[src/rtl/sgdm_pkg.sv]
`timescale 1ns / 1ps
`default_nettype none

package sgdm_pkg;

    // Fixed field widths.
    localparam int ADDR_W     = 64;
    localparam int SIZE_W     = 32;
    localparam int PASID_W    = 20;
    localparam int NODE_W     = 5;
    localparam int OP_W       = 2;
    localparam int CFG_IDX_W  = 3;
    localparam int CFG_DATA_W = 32;

    // A run never emits more than this many descriptors.
    localparam int MAX_RES = 32;
    localparam int N_W     = $clog2(MAX_RES + 1);

    // Parameter defaults.
    localparam int SEG_DEPTH_DEF   = 16;
    localparam int ALIGN_BYTES_DEF = 128;

    // Command queue between the front and the back end.
    localparam int Q_DEPTH = 2;
    localparam int Q_PTR_W = 1;
    localparam int Q_CNT_W = 2;

    // Input operation codes.
    localparam logic [OP_W-1:0] OP_LOAD_SRC = 2'd0;
    localparam logic [OP_W-1:0] OP_LOAD_DST = 2'd1;
    localparam logic [OP_W-1:0] OP_START    = 2'd2;
    localparam logic [OP_W-1:0] OP_RSVD     = 2'd3;

    // Configuration register indexes.
    localparam logic [CFG_IDX_W-1:0] REG_SRC_FIRST_OFFSET = 3'd0;
    localparam logic [CFG_IDX_W-1:0] REG_DST_FIRST_OFFSET = 3'd1;
    localparam logic [CFG_IDX_W-1:0] REG_SRC_LAST_LEN     = 3'd2;
    localparam logic [CFG_IDX_W-1:0] REG_DST_LAST_LEN     = 3'd3;
    localparam logic [CFG_IDX_W-1:0] REG_TO_DEVICE        = 3'd4;
    localparam logic [CFG_IDX_W-1:0] REG_SRC_PASSID       = 3'd5;
    localparam logic [CFG_IDX_W-1:0] REG_DST_PASSID       = 3'd6;

    typedef enum logic [1:0] {
        K_LOAD_SRC,
        K_LOAD_DST,
        K_START
    } t_kind;

    typedef struct packed {
        t_kind              kind;
        logic [ADDR_W-1:0]  addr;
        logic [SIZE_W-1:0]  size;
    } t_cmd;

    typedef struct packed {
        logic [ADDR_W-1:0]  addr;
        logic [SIZE_W-1:0]  size;
    } t_seg;

    typedef struct packed {
        logic [SIZE_W-1:0]  src_first_offset;
        logic [SIZE_W-1:0]  dst_first_offset;
        logic [SIZE_W-1:0]  src_last_len;
        logic [SIZE_W-1:0]  dst_last_len;
        logic               to_device;
        logic [PASID_W-1:0] src_passid;
        logic [PASID_W-1:0] dst_passid;
    } t_cfg;

endpackage

`default_nettype wire

[src/rtl/sgdm_front.sv]
`timescale 1ns / 1ps
`default_nettype none

module sgdm_front (
    input  wire                             i_clk,
    input  wire                             i_rst_n,
    input  wire                             i_valid,
    output logic                            o_stall,
    input  wire  [sgdm_pkg::OP_W-1:0]       i_op,
    input  wire  [sgdm_pkg::ADDR_W-1:0]     i_seg_addr,
    input  wire  [sgdm_pkg::SIZE_W-1:0]     i_seg_size,
    output logic                            o_cmd_valid,
    input  wire                             i_cmd_ready,
    output sgdm_pkg::t_cmd                  o_cmd
);
    import sgdm_pkg::*;

    t_cmd               r_q [Q_DEPTH];
    logic [Q_PTR_W-1:0] r_wr;
    logic [Q_PTR_W-1:0] r_rd;
    logic [Q_CNT_W-1:0] r_cnt;

    t_cmd               n_cmd;
    logic               known;
    logic               push;
    logic               pop;

    // Decode the operation; the reserved code is taken and dropped.
    always_comb begin
        n_cmd.addr = i_seg_addr;
        n_cmd.size = i_seg_size;
        n_cmd.kind = K_START;
        known      = 1'b1;
        unique case (i_op)
            OP_LOAD_SRC: n_cmd.kind = K_LOAD_SRC;
            OP_LOAD_DST: n_cmd.kind = K_LOAD_DST;
            OP_START:    n_cmd.kind = K_START;
            OP_RSVD:     known      = 1'b0;
            default:     known      = 1'b0;
        endcase
    end

    assign o_stall     = (r_cnt == Q_CNT_W'(Q_DEPTH));
    assign o_cmd_valid = (r_cnt != '0);
    assign o_cmd       = r_q[r_rd];
    assign push        = i_valid && !o_stall && known;
    assign pop         = o_cmd_valid && i_cmd_ready;

    always_ff @(posedge i_clk) begin
        if (!i_rst_n) begin
            r_wr  <= '0;
            r_rd  <= '0;
            r_cnt <= '0;
        end else begin
            if (push) begin
                r_wr <= r_wr + Q_PTR_W'(1);
            end
            if (pop) begin
                r_rd <= r_rd + Q_PTR_W'(1);
            end
            if (push && !pop) begin
                r_cnt <= r_cnt + Q_CNT_W'(1);
            end else if (pop && !push) begin
                r_cnt <= r_cnt - Q_CNT_W'(1);
            end
        end
    end

    always_ff @(posedge i_clk) begin
        if (push) begin
            r_q[r_wr] <= n_cmd;
        end
    end

endmodule

`default_nettype wire

[src/rtl/sgdm_back.sv]
`timescale 1ns / 1ps
`default_nettype none

module sgdm_back #(
    parameter int SEG_DEPTH   = sgdm_pkg::SEG_DEPTH_DEF,
    parameter int ALIGN_BYTES = sgdm_pkg::ALIGN_BYTES_DEF
) (
    input  wire                             i_clk,
    input  wire                             i_rst_n,
    input  wire                             i_cmd_valid,
    output logic                            o_cmd_ready,
    input  sgdm_pkg::t_cmd                  i_cmd,
    input  sgdm_pkg::t_cfg                  i_cfg,
    output logic                            o_valid,
    input  wire                             i_stall,
    output logic [sgdm_pkg::ADDR_W-1:0]     o_read_addr,
    output logic [sgdm_pkg::ADDR_W-1:0]     o_write_addr,
    output logic [sgdm_pkg::SIZE_W-1:0]     o_length,
    output logic                            o_dir_to_device,
    output logic [sgdm_pkg::PASID_W-1:0]    o_passid,
    output logic                            o_unaligned,
    output logic [sgdm_pkg::NODE_W-1:0]     o_node_index,
    output logic                            o_empty_res,
    output logic                            o_last
);
    import sgdm_pkg::*;

    localparam int IDX_W = (SEG_DEPTH > 1) ? $clog2(SEG_DEPTH) : 1;
    localparam int CNT_W = $clog2(SEG_DEPTH + 1);
    localparam int DBL_W = CNT_W + 1;
    localparam int CMP_W = (DBL_W > N_W) ? DBL_W : N_W;
    // ALIGN_BYTES is a power of two, so the remainder is a mask.
    localparam logic [ADDR_W-1:0] ALIGN_MASK = ADDR_W'(ALIGN_BYTES - 1);

    typedef enum logic [2:0] {
        S_IDLE,
        S_READ,
        S_CALC,
        S_EMIT,
        S_EMPTY
    } t_state;

    t_state              r_state;
    logic [CNT_W-1:0]    r_src_cnt;
    logic [CNT_W-1:0]    r_dst_cnt;
    logic [CNT_W-1:0]    r_si;
    logic [CNT_W-1:0]    r_di;
    logic [SIZE_W-1:0]   r_soff;
    logic [SIZE_W-1:0]   r_doff;
    logic [N_W-1:0]      r_n;
    logic [N_W-1:0]      r_max;
    logic [SIZE_W-1:0]   r_src_last_tot;
    logic [SIZE_W-1:0]   r_dst_last_tot;
    logic                r_dir;
    logic [PASID_W-1:0]  r_pid;
    logic [SIZE_W-1:0]   r_ssz;
    logic [SIZE_W-1:0]   r_dsz;
    logic [ADDR_W-1:0]   r_sa;
    logic [ADDR_W-1:0]   r_da;
    logic                r_out_valid;

    t_seg                r_src_mem [SEG_DEPTH];
    t_seg                r_dst_mem [SEG_DEPTH];
    t_seg                r_src_rd;
    t_seg                r_dst_rd;

    logic                src_has_room;
    logic                dst_has_room;
    logic                wr_src;
    logic                wr_dst;
    logic                out_free;
    logic [CNT_W-1:0]    cnt_max;
    logic [CMP_W-1:0]    dbl_ext;
    logic [N_W-1:0]      n_max;
    logic                s_is_last;
    logic                d_is_last;
    logic [SIZE_W-1:0]   n_ssz;
    logic [SIZE_W-1:0]   n_dsz;
    logic [ADDR_W-1:0]   n_sa;
    logic [ADDR_W-1:0]   n_da;
    logic                s_adv;
    logic                d_adv;
    logic [SIZE_W-1:0]   cur;
    logic [CNT_W-1:0]    n_si;
    logic [CNT_W-1:0]    n_di;
    logic [N_W-1:0]      n_n;
    logic                cont;
    logic                n_unaligned;

    assign o_cmd_ready  = (r_state == S_IDLE);
    assign o_valid      = r_out_valid;
    assign out_free     = !r_out_valid || !i_stall;

    assign src_has_room = (r_src_cnt < CNT_W'(SEG_DEPTH));
    assign dst_has_room = (r_dst_cnt < CNT_W'(SEG_DEPTH));
    assign wr_src = (r_state == S_IDLE) && i_cmd_valid && (i_cmd.kind == K_LOAD_SRC)
                    && src_has_room;
    assign wr_dst = (r_state == S_IDLE) && i_cmd_valid && (i_cmd.kind == K_LOAD_DST)
                    && dst_has_room;

    // Descriptor budget: twice the longer list, capped at MAX_RES.
    assign cnt_max = (r_src_cnt > r_dst_cnt) ? r_src_cnt : r_dst_cnt;
    assign dbl_ext = CMP_W'({cnt_max, 1'b0});
    assign n_max   = (dbl_ext > CMP_W'(MAX_RES)) ? N_W'(MAX_RES) : N_W'(dbl_ext);

    // Bytes left in the current segments and the descriptor addresses.
    assign s_is_last = ((r_si + CNT_W'(1)) == r_src_cnt);
    assign d_is_last = ((r_di + CNT_W'(1)) == r_dst_cnt);
    assign n_ssz = (s_is_last ? r_src_last_tot : r_src_rd.size) - r_soff;
    assign n_dsz = (d_is_last ? r_dst_last_tot : r_dst_rd.size) - r_doff;
    assign n_sa  = r_src_rd.addr + ADDR_W'(r_soff);
    assign n_da  = r_dst_rd.addr + ADDR_W'(r_doff);

    // A side whose remaining size is not larger moves on; on a tie both move.
    assign s_adv = (r_ssz <= r_dsz);
    assign d_adv = (r_dsz <= r_ssz);
    assign cur   = s_adv ? r_ssz : r_dsz;
    assign n_si  = r_si + CNT_W'(s_adv);
    assign n_di  = r_di + CNT_W'(d_adv);
    assign n_n   = r_n + N_W'(1);
    assign cont  = (n_n < r_max) && (n_si < r_src_cnt) && (n_di < r_dst_cnt);
    assign n_unaligned = ((r_sa & ALIGN_MASK) != '0) || ((r_da & ALIGN_MASK) != '0);

    always_ff @(posedge i_clk) begin
        if (!i_rst_n) begin
            r_state     <= S_IDLE;
            r_src_cnt   <= '0;
            r_dst_cnt   <= '0;
            r_out_valid <= 1'b0;
        end else begin
            // The output steps load a new transfer themselves when the old one leaves.
            if (r_out_valid && !i_stall && r_state != S_EMIT && r_state != S_EMPTY) begin
                r_out_valid <= 1'b0;
            end
            unique case (r_state)
                S_IDLE: begin
                    if (i_cmd_valid) begin
                        unique case (i_cmd.kind)
                            K_LOAD_SRC: begin
                                if (src_has_room) begin
                                    r_src_cnt <= r_src_cnt + CNT_W'(1);
                                end
                            end
                            K_LOAD_DST: begin
                                if (dst_has_room) begin
                                    r_dst_cnt <= r_dst_cnt + CNT_W'(1);
                                end
                            end
                            K_START: begin
                                if (r_src_cnt == '0 || r_dst_cnt == '0) begin
                                    r_state <= S_EMPTY;
                                end else begin
                                    r_si   <= '0;
                                    r_di   <= '0;
                                    r_soff <= i_cfg.src_first_offset;
                                    r_doff <= i_cfg.dst_first_offset;
                                    r_n    <= '0;
                                    r_max  <= n_max;
                                    r_dir  <= i_cfg.to_device;
                                    r_pid  <= i_cfg.to_device ? i_cfg.dst_passid
                                                              : i_cfg.src_passid;
                                    // A one-segment list counts its length from the offset.
                                    r_src_last_tot <= i_cfg.src_last_len +
                                        ((r_src_cnt == CNT_W'(1)) ? i_cfg.src_first_offset
                                                                  : '0);
                                    r_dst_last_tot <= i_cfg.dst_last_len +
                                        ((r_dst_cnt == CNT_W'(1)) ? i_cfg.dst_first_offset
                                                                  : '0);
                                    r_state <= S_READ;
                                end
                            end
                            default: begin
                            end
                        endcase
                    end
                end
                S_READ: begin
                    r_state <= S_CALC;
                end
                S_CALC: begin
                    r_ssz   <= n_ssz;
                    r_dsz   <= n_dsz;
                    r_sa    <= n_sa;
                    r_da    <= n_da;
                    r_state <= S_EMIT;
                end
                S_EMIT: begin
                    if (out_free) begin
                        r_out_valid     <= 1'b1;
                        o_read_addr     <= r_sa;
                        o_write_addr    <= r_da;
                        o_length        <= cur;
                        o_dir_to_device <= r_dir;
                        o_passid        <= r_pid;
                        o_unaligned     <= n_unaligned;
                        o_node_index    <= r_n[NODE_W-1:0];
                        o_empty_res     <= 1'b0;
                        o_last          <= !cont;
                        r_si            <= n_si;
                        r_di            <= n_di;
                        r_soff          <= s_adv ? '0 : r_soff + cur;
                        r_doff          <= d_adv ? '0 : r_doff + cur;
                        r_n             <= n_n;
                        if (cont) begin
                            r_state <= S_READ;
                        end else begin
                            r_src_cnt <= '0;
                            r_dst_cnt <= '0;
                            r_state   <= S_IDLE;
                        end
                    end
                end
                S_EMPTY: begin
                    if (out_free) begin
                        r_out_valid     <= 1'b1;
                        o_read_addr     <= '0;
                        o_write_addr    <= '0;
                        o_length        <= '0;
                        o_dir_to_device <= 1'b0;
                        o_passid        <= '0;
                        o_unaligned     <= 1'b0;
                        o_node_index    <= '0;
                        o_empty_res     <= 1'b1;
                        o_last          <= 1'b1;
                        r_src_cnt       <= '0;
                        r_dst_cnt       <= '0;
                        r_state         <= S_IDLE;
                    end
                end
                default: begin
                    r_state <= S_IDLE;
                end
            endcase
        end
    end

    // Segment stores: written at the fill count, read at the walk indexes.
    always_ff @(posedge i_clk) begin
        if (wr_src) begin
            r_src_mem[r_src_cnt[IDX_W-1:0]] <= {i_cmd.addr, i_cmd.size};
        end
        if (wr_dst) begin
            r_dst_mem[r_dst_cnt[IDX_W-1:0]] <= {i_cmd.addr, i_cmd.size};
        end
        if (r_state == S_READ) begin
            r_src_rd <= r_src_mem[r_si[IDX_W-1:0]];
            r_dst_rd <= r_dst_mem[r_di[IDX_W-1:0]];
        end
    end

endmodule

`default_nettype wire

[src/rtl/sg_list_dma_descriptor_merge.sv]
`timescale 1ns / 1ps
`default_nettype none

// Scatter-gather descriptor merge.
// Input channel (i_valid / o_stall): each transfer is one item. Op load-source
// and load-destination append a segment (address, size) to their list; a
// full list ignores the load. Op start walks both lists and emits DMA
// descriptors; the reserved op is taken and dropped.
// Output channel (o_valid / i_stall): one descriptor per transfer, o_last on
// the final one of a run. A run with an empty list gives one transfer with
// o_empty_res and o_last set. Both lists are cleared at the end of every run.
// Configuration: i_cfg_we writes i_cfg_data into register i_cfg_idx; write
// only while the block is idle.
// Flow: items pass a two-entry command queue, then the back end, which takes
// a new item only while it is idle. Loads stream at one per cycle while no
// walk is under way. A walk passes these steps for each descriptor: memory
// read, size and address calculation, output register. The first descriptor
// is valid once the start has passed the queue and these steps. An empty run
// gives its result from its own step straight into the output register.
// Reset clears the lists, the queue, the output valid and the configuration registers.
// When the receiver stalls, the output register holds; the walk waits at
// its output step and the queue then fills and raises o_stall.
module sg_list_dma_descriptor_merge #(
    parameter int SEG_DEPTH   = sgdm_pkg::SEG_DEPTH_DEF,
    parameter int ALIGN_BYTES = sgdm_pkg::ALIGN_BYTES_DEF
) (
    input  wire                                 i_clk,
    input  wire                                 i_rst_n,
    input  wire                                 i_valid,
    output logic                                o_stall,
    input  wire  [sgdm_pkg::OP_W-1:0]           i_op,
    input  wire  [sgdm_pkg::ADDR_W-1:0]         i_seg_addr,
    input  wire  [sgdm_pkg::SIZE_W-1:0]         i_seg_size,
    output logic                                o_valid,
    input  wire                                 i_stall,
    output logic [sgdm_pkg::ADDR_W-1:0]         o_read_addr,
    output logic [sgdm_pkg::ADDR_W-1:0]         o_write_addr,
    output logic [sgdm_pkg::SIZE_W-1:0]         o_length,
    output logic                                o_dir_to_device,
    output logic [sgdm_pkg::PASID_W-1:0]        o_passid,
    output logic                                o_unaligned,
    output logic [sgdm_pkg::NODE_W-1:0]         o_node_index,
    output logic                                o_empty_res,
    output logic                                o_last,
    input  wire                                 i_cfg_we,
    input  wire  [sgdm_pkg::CFG_IDX_W-1:0]      i_cfg_idx,
    input  wire  [sgdm_pkg::CFG_DATA_W-1:0]     i_cfg_data
);
    import sgdm_pkg::*;

    t_cfg  r_cfg;
    t_cmd  cmd;
    logic  cmd_valid;
    logic  cmd_ready;

    // Configuration registers; an index past the list is ignored.
    always_ff @(posedge i_clk) begin
        if (!i_rst_n) begin
            r_cfg <= '0;
        end else if (i_cfg_we) begin
            unique case (i_cfg_idx)
                REG_SRC_FIRST_OFFSET: r_cfg.src_first_offset <= i_cfg_data;
                REG_DST_FIRST_OFFSET: r_cfg.dst_first_offset <= i_cfg_data;
                REG_SRC_LAST_LEN:     r_cfg.src_last_len     <= i_cfg_data;
                REG_DST_LAST_LEN:     r_cfg.dst_last_len     <= i_cfg_data;
                REG_TO_DEVICE:        r_cfg.to_device        <= i_cfg_data[0];
                REG_SRC_PASSID:       r_cfg.src_passid       <= i_cfg_data[PASID_W-1:0];
                REG_DST_PASSID:       r_cfg.dst_passid       <= i_cfg_data[PASID_W-1:0];
                default: begin
                end
            endcase
        end
    end

    // Front end: decodes each item and queues the known ones for the walker.
    sgdm_front u_front (
        .i_clk       (i_clk),
        .i_rst_n     (i_rst_n),
        .i_valid     (i_valid),
        .o_stall     (o_stall),
        .i_op        (i_op),
        .i_seg_addr  (i_seg_addr),
        .i_seg_size  (i_seg_size),
        .o_cmd_valid (cmd_valid),
        .i_cmd_ready (cmd_ready),
        .o_cmd       (cmd)
    );

    // Back end: segment stores, list walk and the output register.
    sgdm_back #(
        .SEG_DEPTH   (SEG_DEPTH),
        .ALIGN_BYTES (ALIGN_BYTES)
    ) u_back (
        .i_clk           (i_clk),
        .i_rst_n         (i_rst_n),
        .i_cmd_valid     (cmd_valid),
        .o_cmd_ready     (cmd_ready),
        .i_cmd           (cmd),
        .i_cfg           (r_cfg),
        .o_valid         (o_valid),
        .i_stall         (i_stall),
        .o_read_addr     (o_read_addr),
        .o_write_addr    (o_write_addr),
        .o_length        (o_length),
        .o_dir_to_device (o_dir_to_device),
        .o_passid        (o_passid),
        .o_unaligned     (o_unaligned),
        .o_node_index    (o_node_index),
        .o_empty_res     (o_empty_res),
        .o_last          (o_last)
    );

endmodule

`default_nettype wire

[config.mk]
export PLATFORM = sky130hd
export DESIGN_NAME = sg_list_dma_descriptor_merge
export DESIGN_NICKNAME = d
export VERILOG_FILES = /design/src/rtl/sgdm_pkg.sv /design/src/rtl/sgdm_front.sv /design/src/rtl/sgdm_back.sv /design/src/rtl/sg_list_dma_descriptor_merge.sv
export SDC_FILE = /design/constraint.sdc
export NUM_CORES = 2
export LEC_CHECK = 0
export ABC_AREA = 1
export BUFFER_PORTS_ARGS = -buffer_cell sky130_fd_sc_hd__buf_2
export CAP_MARGIN = 20
export CORE_AREA = 8 8 576 578
export CTS_BUF_LIST = sky130_fd_sc_hd__clkbuf_4
export CTS_CLUSTER_SIZE = 8
export DETAILED_ROUTE_END_ITERATION = 7
export DIE_AREA = 0 0 584 586
export PLACE_DENSITY = 0.81
export SLEW_MARGIN = 20
export SYNTH_ARGS = -nofsm -noshare
export SYNTH_HDL_FRONTEND = slang
export SYNTH_SLANG_ARGS = --single-unit
[constraint.sdc]
create_clock -name i_clk -period 25.6 [get_ports i_clk]
set_clock_uncertainty 0.15 [all_clocks]
set_input_delay 5.12 -clock i_clk [delete_from_list [all_inputs] [get_ports i_clk]]
set_output_delay 5.12 -clock i_clk [all_outputs]
set_load 0.005 [all_outputs]
## Word-level counts from Yosys, hierarchy flattened

Memory sizes are Yosys's and may differ from the RTL's. A register that Yosys moved wholly into a read port is not among the register bits.
Index checks and enable logic that the tools add are counted.

- ROM bits: 0
- Bits in latches: 0
- Bits of input ports: 138
- Bits in registers: 739
- Memory bits (writable): 3268
- Memories kept: 3

Memories:

| memory | words | bits a word | rd ports | clocked after memory_dff | wr ports | line | source |
|---|---|---|---|---|---|---|---|
| u_back.r_dst_mem | 16 | 96 | 1 | 1 | 1 | sgdm_back.sv:63 | `t_seg r_dst_mem [SEG_DEPTH];` |
| u_back.r_src_mem | 16 | 96 | 1 | 1 | 1 | sgdm_back.sv:62 | `t_seg r_src_mem [SEG_DEPTH];` |
| u_front.r_q | 2 | 98 | 1 | 1 | 1 | sgdm_front.sv:18 | `t_cmd r_q [Q_DEPTH];` |

- Multiply operators: 0
- Order comparisons: 9
- Div/mod/pow operators: 0
- Eq/ne operators: 31
- $add $sub $neg: 19
- Mux-type cells: 86
- Shift operators: 0
- Bitwise logic cells: 1
- Reduce and logical (&&, ||, !) cells: 51

Operators by type and width:

| kind | count |
|---|---|
| $mux 32 | 17 |
| $pmux 64 s2 | 2 |
| $mux 64 | 3 |
| $pmux 32 s2 | 3 |
| $add 32x32->32 | 4 |
| $add 64x32->64 | 2 |
| $reduce_bool 64->1 | 2 |
| $mux 5 | 16 |
| $le 32x32->1 | 2 |
| $sub 32x32->32 | 2 |
| $mux 20 | 3 |
| $pmux 20 s2 | 1 |
| $pmux 5 s2 | 3 |
| $pmux 5 s3 | 2 |
| $mux 6 | 4 |
| $add 5x1->5 const B | 4 |
| $mux 1 | 18 |
| $ne 2x1->1 const B | 8 |
| $reduce_and 2->1 | 8 |
| $mux 3 | 5 |
| $pmux 3 s5 | 1 |
| $logic_and 1x1->1 | 14 |
| $reduce_and 7->1 | 2 |
| $eq 3x2->1 const B | 4 |
| other kinds (35) | 67 |

## Depth between registers and ports, before layout

- Depth after elaboration: 8
- Mapped depth: 33
- Gate-level depth less buffers: 31

## Cells and area by module

From an unflattened synthesis, not the netlist that was laid out.

- Cell total of the unflattened synthesis: 14678
- Area, all modules: 177297.5 um2

Modules (own cells, without submodules):

| module | times used | area each (um2) | cells an instance | seq. area each (um2) |
|---|---|---|---|---|
| sgdm_back | 1 | 163154.0 | 13364 | 114840.1 |
| sgdm_front | 1 | 7399.6 | 346 | 5985.7 |
| sg_list_dma_descriptor_merge | 1 | 6744.0 | 968 | 3383.2 |

## Worst setup path before layout

Ideal clock, no wire load.

- Kind: input to register
- Start: in i_rst_n
- End: reg u_back.o_dir_to_device, enable pin
- Setup time: 0.971 ns
- Data required time: 24.479 ns
- Arrival: 18.516 ns
- Stages on the path: 3
- Slack: 5.963 ns
- Cell sequence: buf_1 -> clkinv_1 -> nor3_1

- Cells in the longest elaborated chain, start to end: 1

RTL lines:

| item | line | source |
|---|---|---|
| start: declaration | sg_list_dma_descriptor_merge.sv:28 | `input wire i_rst_n,` |
| $reduce_and 4->1 (no source line) | - |  |
| end signal: assignment | sgdm_back.sv:193 | `o_dir_to_device <= r_dir;` |
| end: declaration | sgdm_back.sv:19 | `output logic o_dir_to_device,` |

No other way between the ends.
A chain may end at the register's enable or synchronous reset.

## Worst setup path after layout

- Start: in i_rst_n
- End: reg u_back.o_read_addr[26] (netlist bit), enable pin

- Cells in the longest elaborated chain, start to end: 1

RTL lines:

| item | line | source |
|---|---|---|
| $reduce_and 4->1 (no source line) | - |  |
| end signal: assignment | sgdm_back.sv:190 | `o_read_addr <= r_sa;` |
| end: declaration | sgdm_back.sv:16 | `output logic [sgdm_pkg::ADDR_W-1:0] o_read_addr,` |

No other way between the ends.

==> flow_results.org <==
** Setup path
- STA puts the critical path data required time at 26.45 ns.
- Family with the most delay on the worst path :: buffers and inverters
- Most used cell along the critical path :: sky130_fd_sc_hd__buf_4
- In this run the worst path has a maximum fanout of 78.
- Cells along the critical path :: buf_4, clkinv_1, nor3_2, buf_4, buf_4, buf_4
- Critical path class :: input pin to flop
- Together, buffers and inverters on the worst path number 5.
- Element type at the critical path start :: input pin
- CP max-delay cell :: sky130_fd_sc_hd__nor3_2
- In this design, the stage delay of the slowest critical-path cell is 0.92 ns.
- Crit. End Element :: flop
- For the worst setup path, the data arrival time is 9.56 ns.

** CTS
- Clock latency on the worst-skew pair, taken at its later pin, is 1.47 ns.
- Clock tree buffer depth :: 4
- Post-CTS Setup Inserts :: 0
- TritonCTS built the clock tree.
- Clock-pin slew of the registers on the worst-case setup and hold paths :: 0.07 ns
- Clock tree synthesis selected as its root buffer the cell sky130_fd_sc_hd__clkbuf_4.
- Total clock buffers created by CTS :: 949
- Post-CTS repair changed the size of 0 cells.
- The H-tree was split into 6 levels.
- For this design, the CTS-stage hold fixing added 0 buffers.
- Clock Sink Count :: 4199

** Floorplanning
- Number of top-level design ports :: 329
- From left edge to right edge, the die measures 584 µm.
- The floorplan step set the die height to 586 µm.
- Effective utilization at floorplan :: 54.7%
- After floorplanning, the core was sized to cover 323000 µm².
- The floorplan step defined a die boundary enclosing 342000 µm².
- Number of core rows :: 209

** Detailed routing
- Final wirelength :: 532000 µm
- Router iterations before antenna repair :: 8
- Vias/cell :: 6.13
- Dividing the detail-routed wire length by the instance count gives 26.6 µm.
- Detail Route Antenna Nets :: 0
- After detailed routing, the number of remaining DRC violations is 0.
- Across all layers, the routed design uses 122443 vias.
- Drt first-iter violations :: 16824

** Timing
- Timing would allow up to 0.115 GHz.
- The worst pin sits at a relative slew slack of 19.3%.
- Final hold violation count :: 0
- Number of max-slew violations in the final report :: 0
- Tmin final :: 8.71 ns
- Dividing the final minimum period by the clock period gives 34.0%.
- TNS Setup :: 0 ns
- Setup violations remaining at the end of the flow were counted as 0.
- For the pin with the worst max-slew slack, the measured transition is 1.21 ns.
- Setup repair after global routing left no endpoint under its margin.

** Placement
- Detailed placer's ending HPWL :: 319000 µm
- Routability-driven placement finished with a final weighted congestion of 0.994.
- The count of buffers added on input and output ports is 328.

** Run
- Max-capacitance violation count :: 0

** Logic synthesis
- Synthesized netlist cell count :: 14141
- Avg Cell Area, Syn :: 12.5 µm²
- After synthesis, flip-flops and latches occupy 70.4% of the total area.
- Post-synthesis cell area :: 176000 µm²
- Synthesis inferred 4199 register bits.
- Share of flip-flops with an asynchronous set or reset after synthesis :: 0%
- The Yosys step of the flow raised 0 warnings.
- In this run, distinct cell masters in the synthesized netlist total 70.
- Number of flops mapped to enable cells by yosys :: 4011
- Most used DFF post-synth :: sky130_fd_sc_hd__edfxtp_1
- Counting every net in the synthesized netlist gives 14602.

** Cells and area
- Most frequent cells in the layout :: sky130_fd_sc_hd__edfxtp_1, sky130_fd_sc_hd__nor2_1, sky130_fd_sc_hd__nand2_1
- Fraction of layout instances using a drive strength above 1 :: 14.7%
- Compared with the post-synthesis result, the final layout area differs by 10.3%.
- Leading cell type in the layout, fill and taps excluded :: sky130_fd_sc_hd__edfxtp_1
- Post-layout utilization of the core :: 60.3%
- Number of nets in the finished design :: 15327

** Power and ir drop
- In this run, the clock network consumes 33.8% of the power.
- Combinational power share :: 11.5%
- The analysis attributes to cell leakage a power of 0.0690 µW.
- Internal portion of total power :: 11300 µW
- Maximum resistive drop on vdd :: 74.1 µV
- Proportion of total power due to net switching :: 26.4%
- Dividing total power by cell area gives a power density of 78.9 nW/µm².
- Part of the total power dissipated in sequential elements :: 54.7%
- Net Switching :: 4060 µW

** Global routing
- Number of global-route vias before repair :: 117098
- Summed over all layers, the global routing overflow is 0.
- The first global-routing pass estimated 754000 µm of wire.
- The initial antenna violation count was 53.
- Global-route usage over all layers :: 29.8%
- Maximum number of pins on one net before global-route repair :: 193

** Hold path
- The worst hold path belongs to the class flop to flop.

** Outcome
- The flow ran to the end, and the final reports show no timing, DRC or antenna violations.
==> worst paths after layout <==
path | slack [ns] | cells past startpoint | start | to
worst max-delay path | 16.89 | 6 | i_rst_n | u_back.o_read_addr[26]$_SDFFCE_PP0P_
worst min-delay path | 0.31 | 2 | r_cfg[24]$_SDFFE_PN0P_ | r_cfg[24]$_SDFFE_PN0P_
worst max register to register | 19.72 | 19 | u_back.r_di[0]$_SDFFCE_PP0P_ | u_back.r_dsz[16]$_DFFE_PP_
worst min register to register | 0.31 | 2 | r_cfg[24]$_SDFFE_PN0P_ | r_cfg[24]$_SDFFE_PN0P_
==> layout make-up <==
class,instances,area (µm²)
clock buffer,1398,10500
tap,4325,5410
antenna,32,80.1
clock inverter,306,1610
inverter,904,3440
timing repair buffer,483,3150
fill,24264,128000
multi-input combinational,8329,46300
sequential,4199,124000
==> cell families (layout without fill, tap and decap cells) <==
group | count (synthesis) | in the layout | synth area share [%]
XOR/XNOR | 288 | 288 | 1.43
buffers and inverters | 1613 | 3091 | 3.59
adder cells (fa/ha/maj) | 323 | 323 | 2.32
flip-flops | 4199 | 4199 | 70.4
AND/OR/NAND/NOR | 4380 | 4380 | 10.0
AO/OA/AOI/OAI | 3026 | 3026 | 10.4
other | 0 | 32 | 0
multiplexers | 312 | 312 | 1.88
==> state kept, by name, summed over array words and instances, names as in the netlist, 6 cells and up, named ones only <==
name                   flops
u_back.r_n                 6
u_back.o_read_addr        64
u_back.r_pid              20
u_back.r_dst_mem        1536
u_back.r_dst_last_tot     32
u_back.r_da               64
u_back.o_length           32
r_cfg                    169
u_front.r_q              196
u_back.r_sa               64
u_back.o_passid           20
u_back.r_src_rd           96
u_back.o_write_addr       64
u_back.r_dsz              32
u_back.r_ssz              32
u_back.r_doff             32
u_back.r_src_mem        1536
u_back.r_dst_rd           96
u_back.r_soff             32
u_back.r_src_last_tot     32
==> routing by layer <==
layer	up-vias	track usage (%)	routed length, µm
met5	-	0	304
met4	42	17.3	34200
met3	1703	9.20	77100
met2	8834	45.6	234000
met1	58279	38.0	186000
li1	53585	-	-
==> worst reg2reg max path: stages, from the launching register on <==
cell and delay (ns):
sky130_fd_sc_hd__edfxtp_1 0.37, sky130_fd_sc_hd__buf_12 0.52, sky130_fd_sc_hd__inv_8 0.48, sky130_fd_sc_hd__nor2_2 0.34, sky130_fd_sc_hd__xor2_1 0.19, sky130_fd_sc_hd__xor2_1 0.17
sky130_fd_sc_hd__inv_1 0.06, sky130_fd_sc_hd__nand2_2 0.68, sky130_fd_sc_hd__mux2i_1 0.33, sky130_fd_sc_hd__ha_1 0.19, sky130_fd_sc_hd__inv_1 0.07, sky130_fd_sc_hd__fa_1 0.42
sky130_fd_sc_hd__nand3_1 0.08, sky130_fd_sc_hd__nand3_1 0.23, sky130_fd_sc_hd__a21oi_1 0.30, sky130_fd_sc_hd__nor2_1 0.07, sky130_fd_sc_hd__nor2_1 0.22, sky130_fd_sc_hd__o21ai_0 0.21
sky130_fd_sc_hd__a21oi_1 0.24, sky130_fd_sc_hd__xnor2_1 0.13
==> power groups by stage <==
stage               Combinational (µW)  Clock (µW)  Sequential [µW]
finish                            1770        5190             8390
global route                      1880        5560             8400
CTS                               1730        5230             8390
detailed placement                1720           0             8540
global placement                  1690           0             8530
floorplan                         1040           0             8530
==> cells in the mapped netlist (174+ instances only) <==
master	count	share of area, %
sky130_fd_sc_hd__o22ai_1	174	0.62
sky130_fd_sc_hd__inv_1	861	1.8
sky130_fd_sc_hd__a21oi_1	702	2.0
sky130_fd_sc_hd__ha_1	315	2.2
sky130_fd_sc_hd__o21ai_0	1281	3.6
sky130_fd_sc_hd__xor2_1	198	0.98
sky130_fd_sc_hd__edfxtp_1	4011	68
sky130_fd_sc_hd__o32ai_1	230	1.1
sky130_fd_sc_hd__nor2_1	2039	4.3
sky130_fd_sc_hd__o221ai_1	227	1.1
sky130_fd_sc_hd__clkbuf_1	508	1.1
sky130_fd_sc_hd__dfxtp_1	188	2.1
sky130_fd_sc_hd__nand3_1	419	1.2
sky130_fd_sc_hd__nand2_1	1634	3.5
==> per-stage QoR <==
step | area [µm²] | std cells | hold WS (ns) | setup WS (ns) | power [µW]
2_1_floorplan | 176000 | 14141 | 0.274 | 5.96 | 9580
3_3_place_gp | 182000 | 18238 | 0.281 | 15.69 | 10200
3_5_place_dp | 182000 | 18240 | 0.292 | 15.55 | 10300
4_1_cts | 195000 | 19944 | 0.304 | 17.06 | 15400
5_1_grt | 195000 | 19948 | 0.314 | 16.76 | 15900
6_report | 195000 | 19976 | 0.305 | 16.89 | 15300
Power figures use the tool's default switching activity.
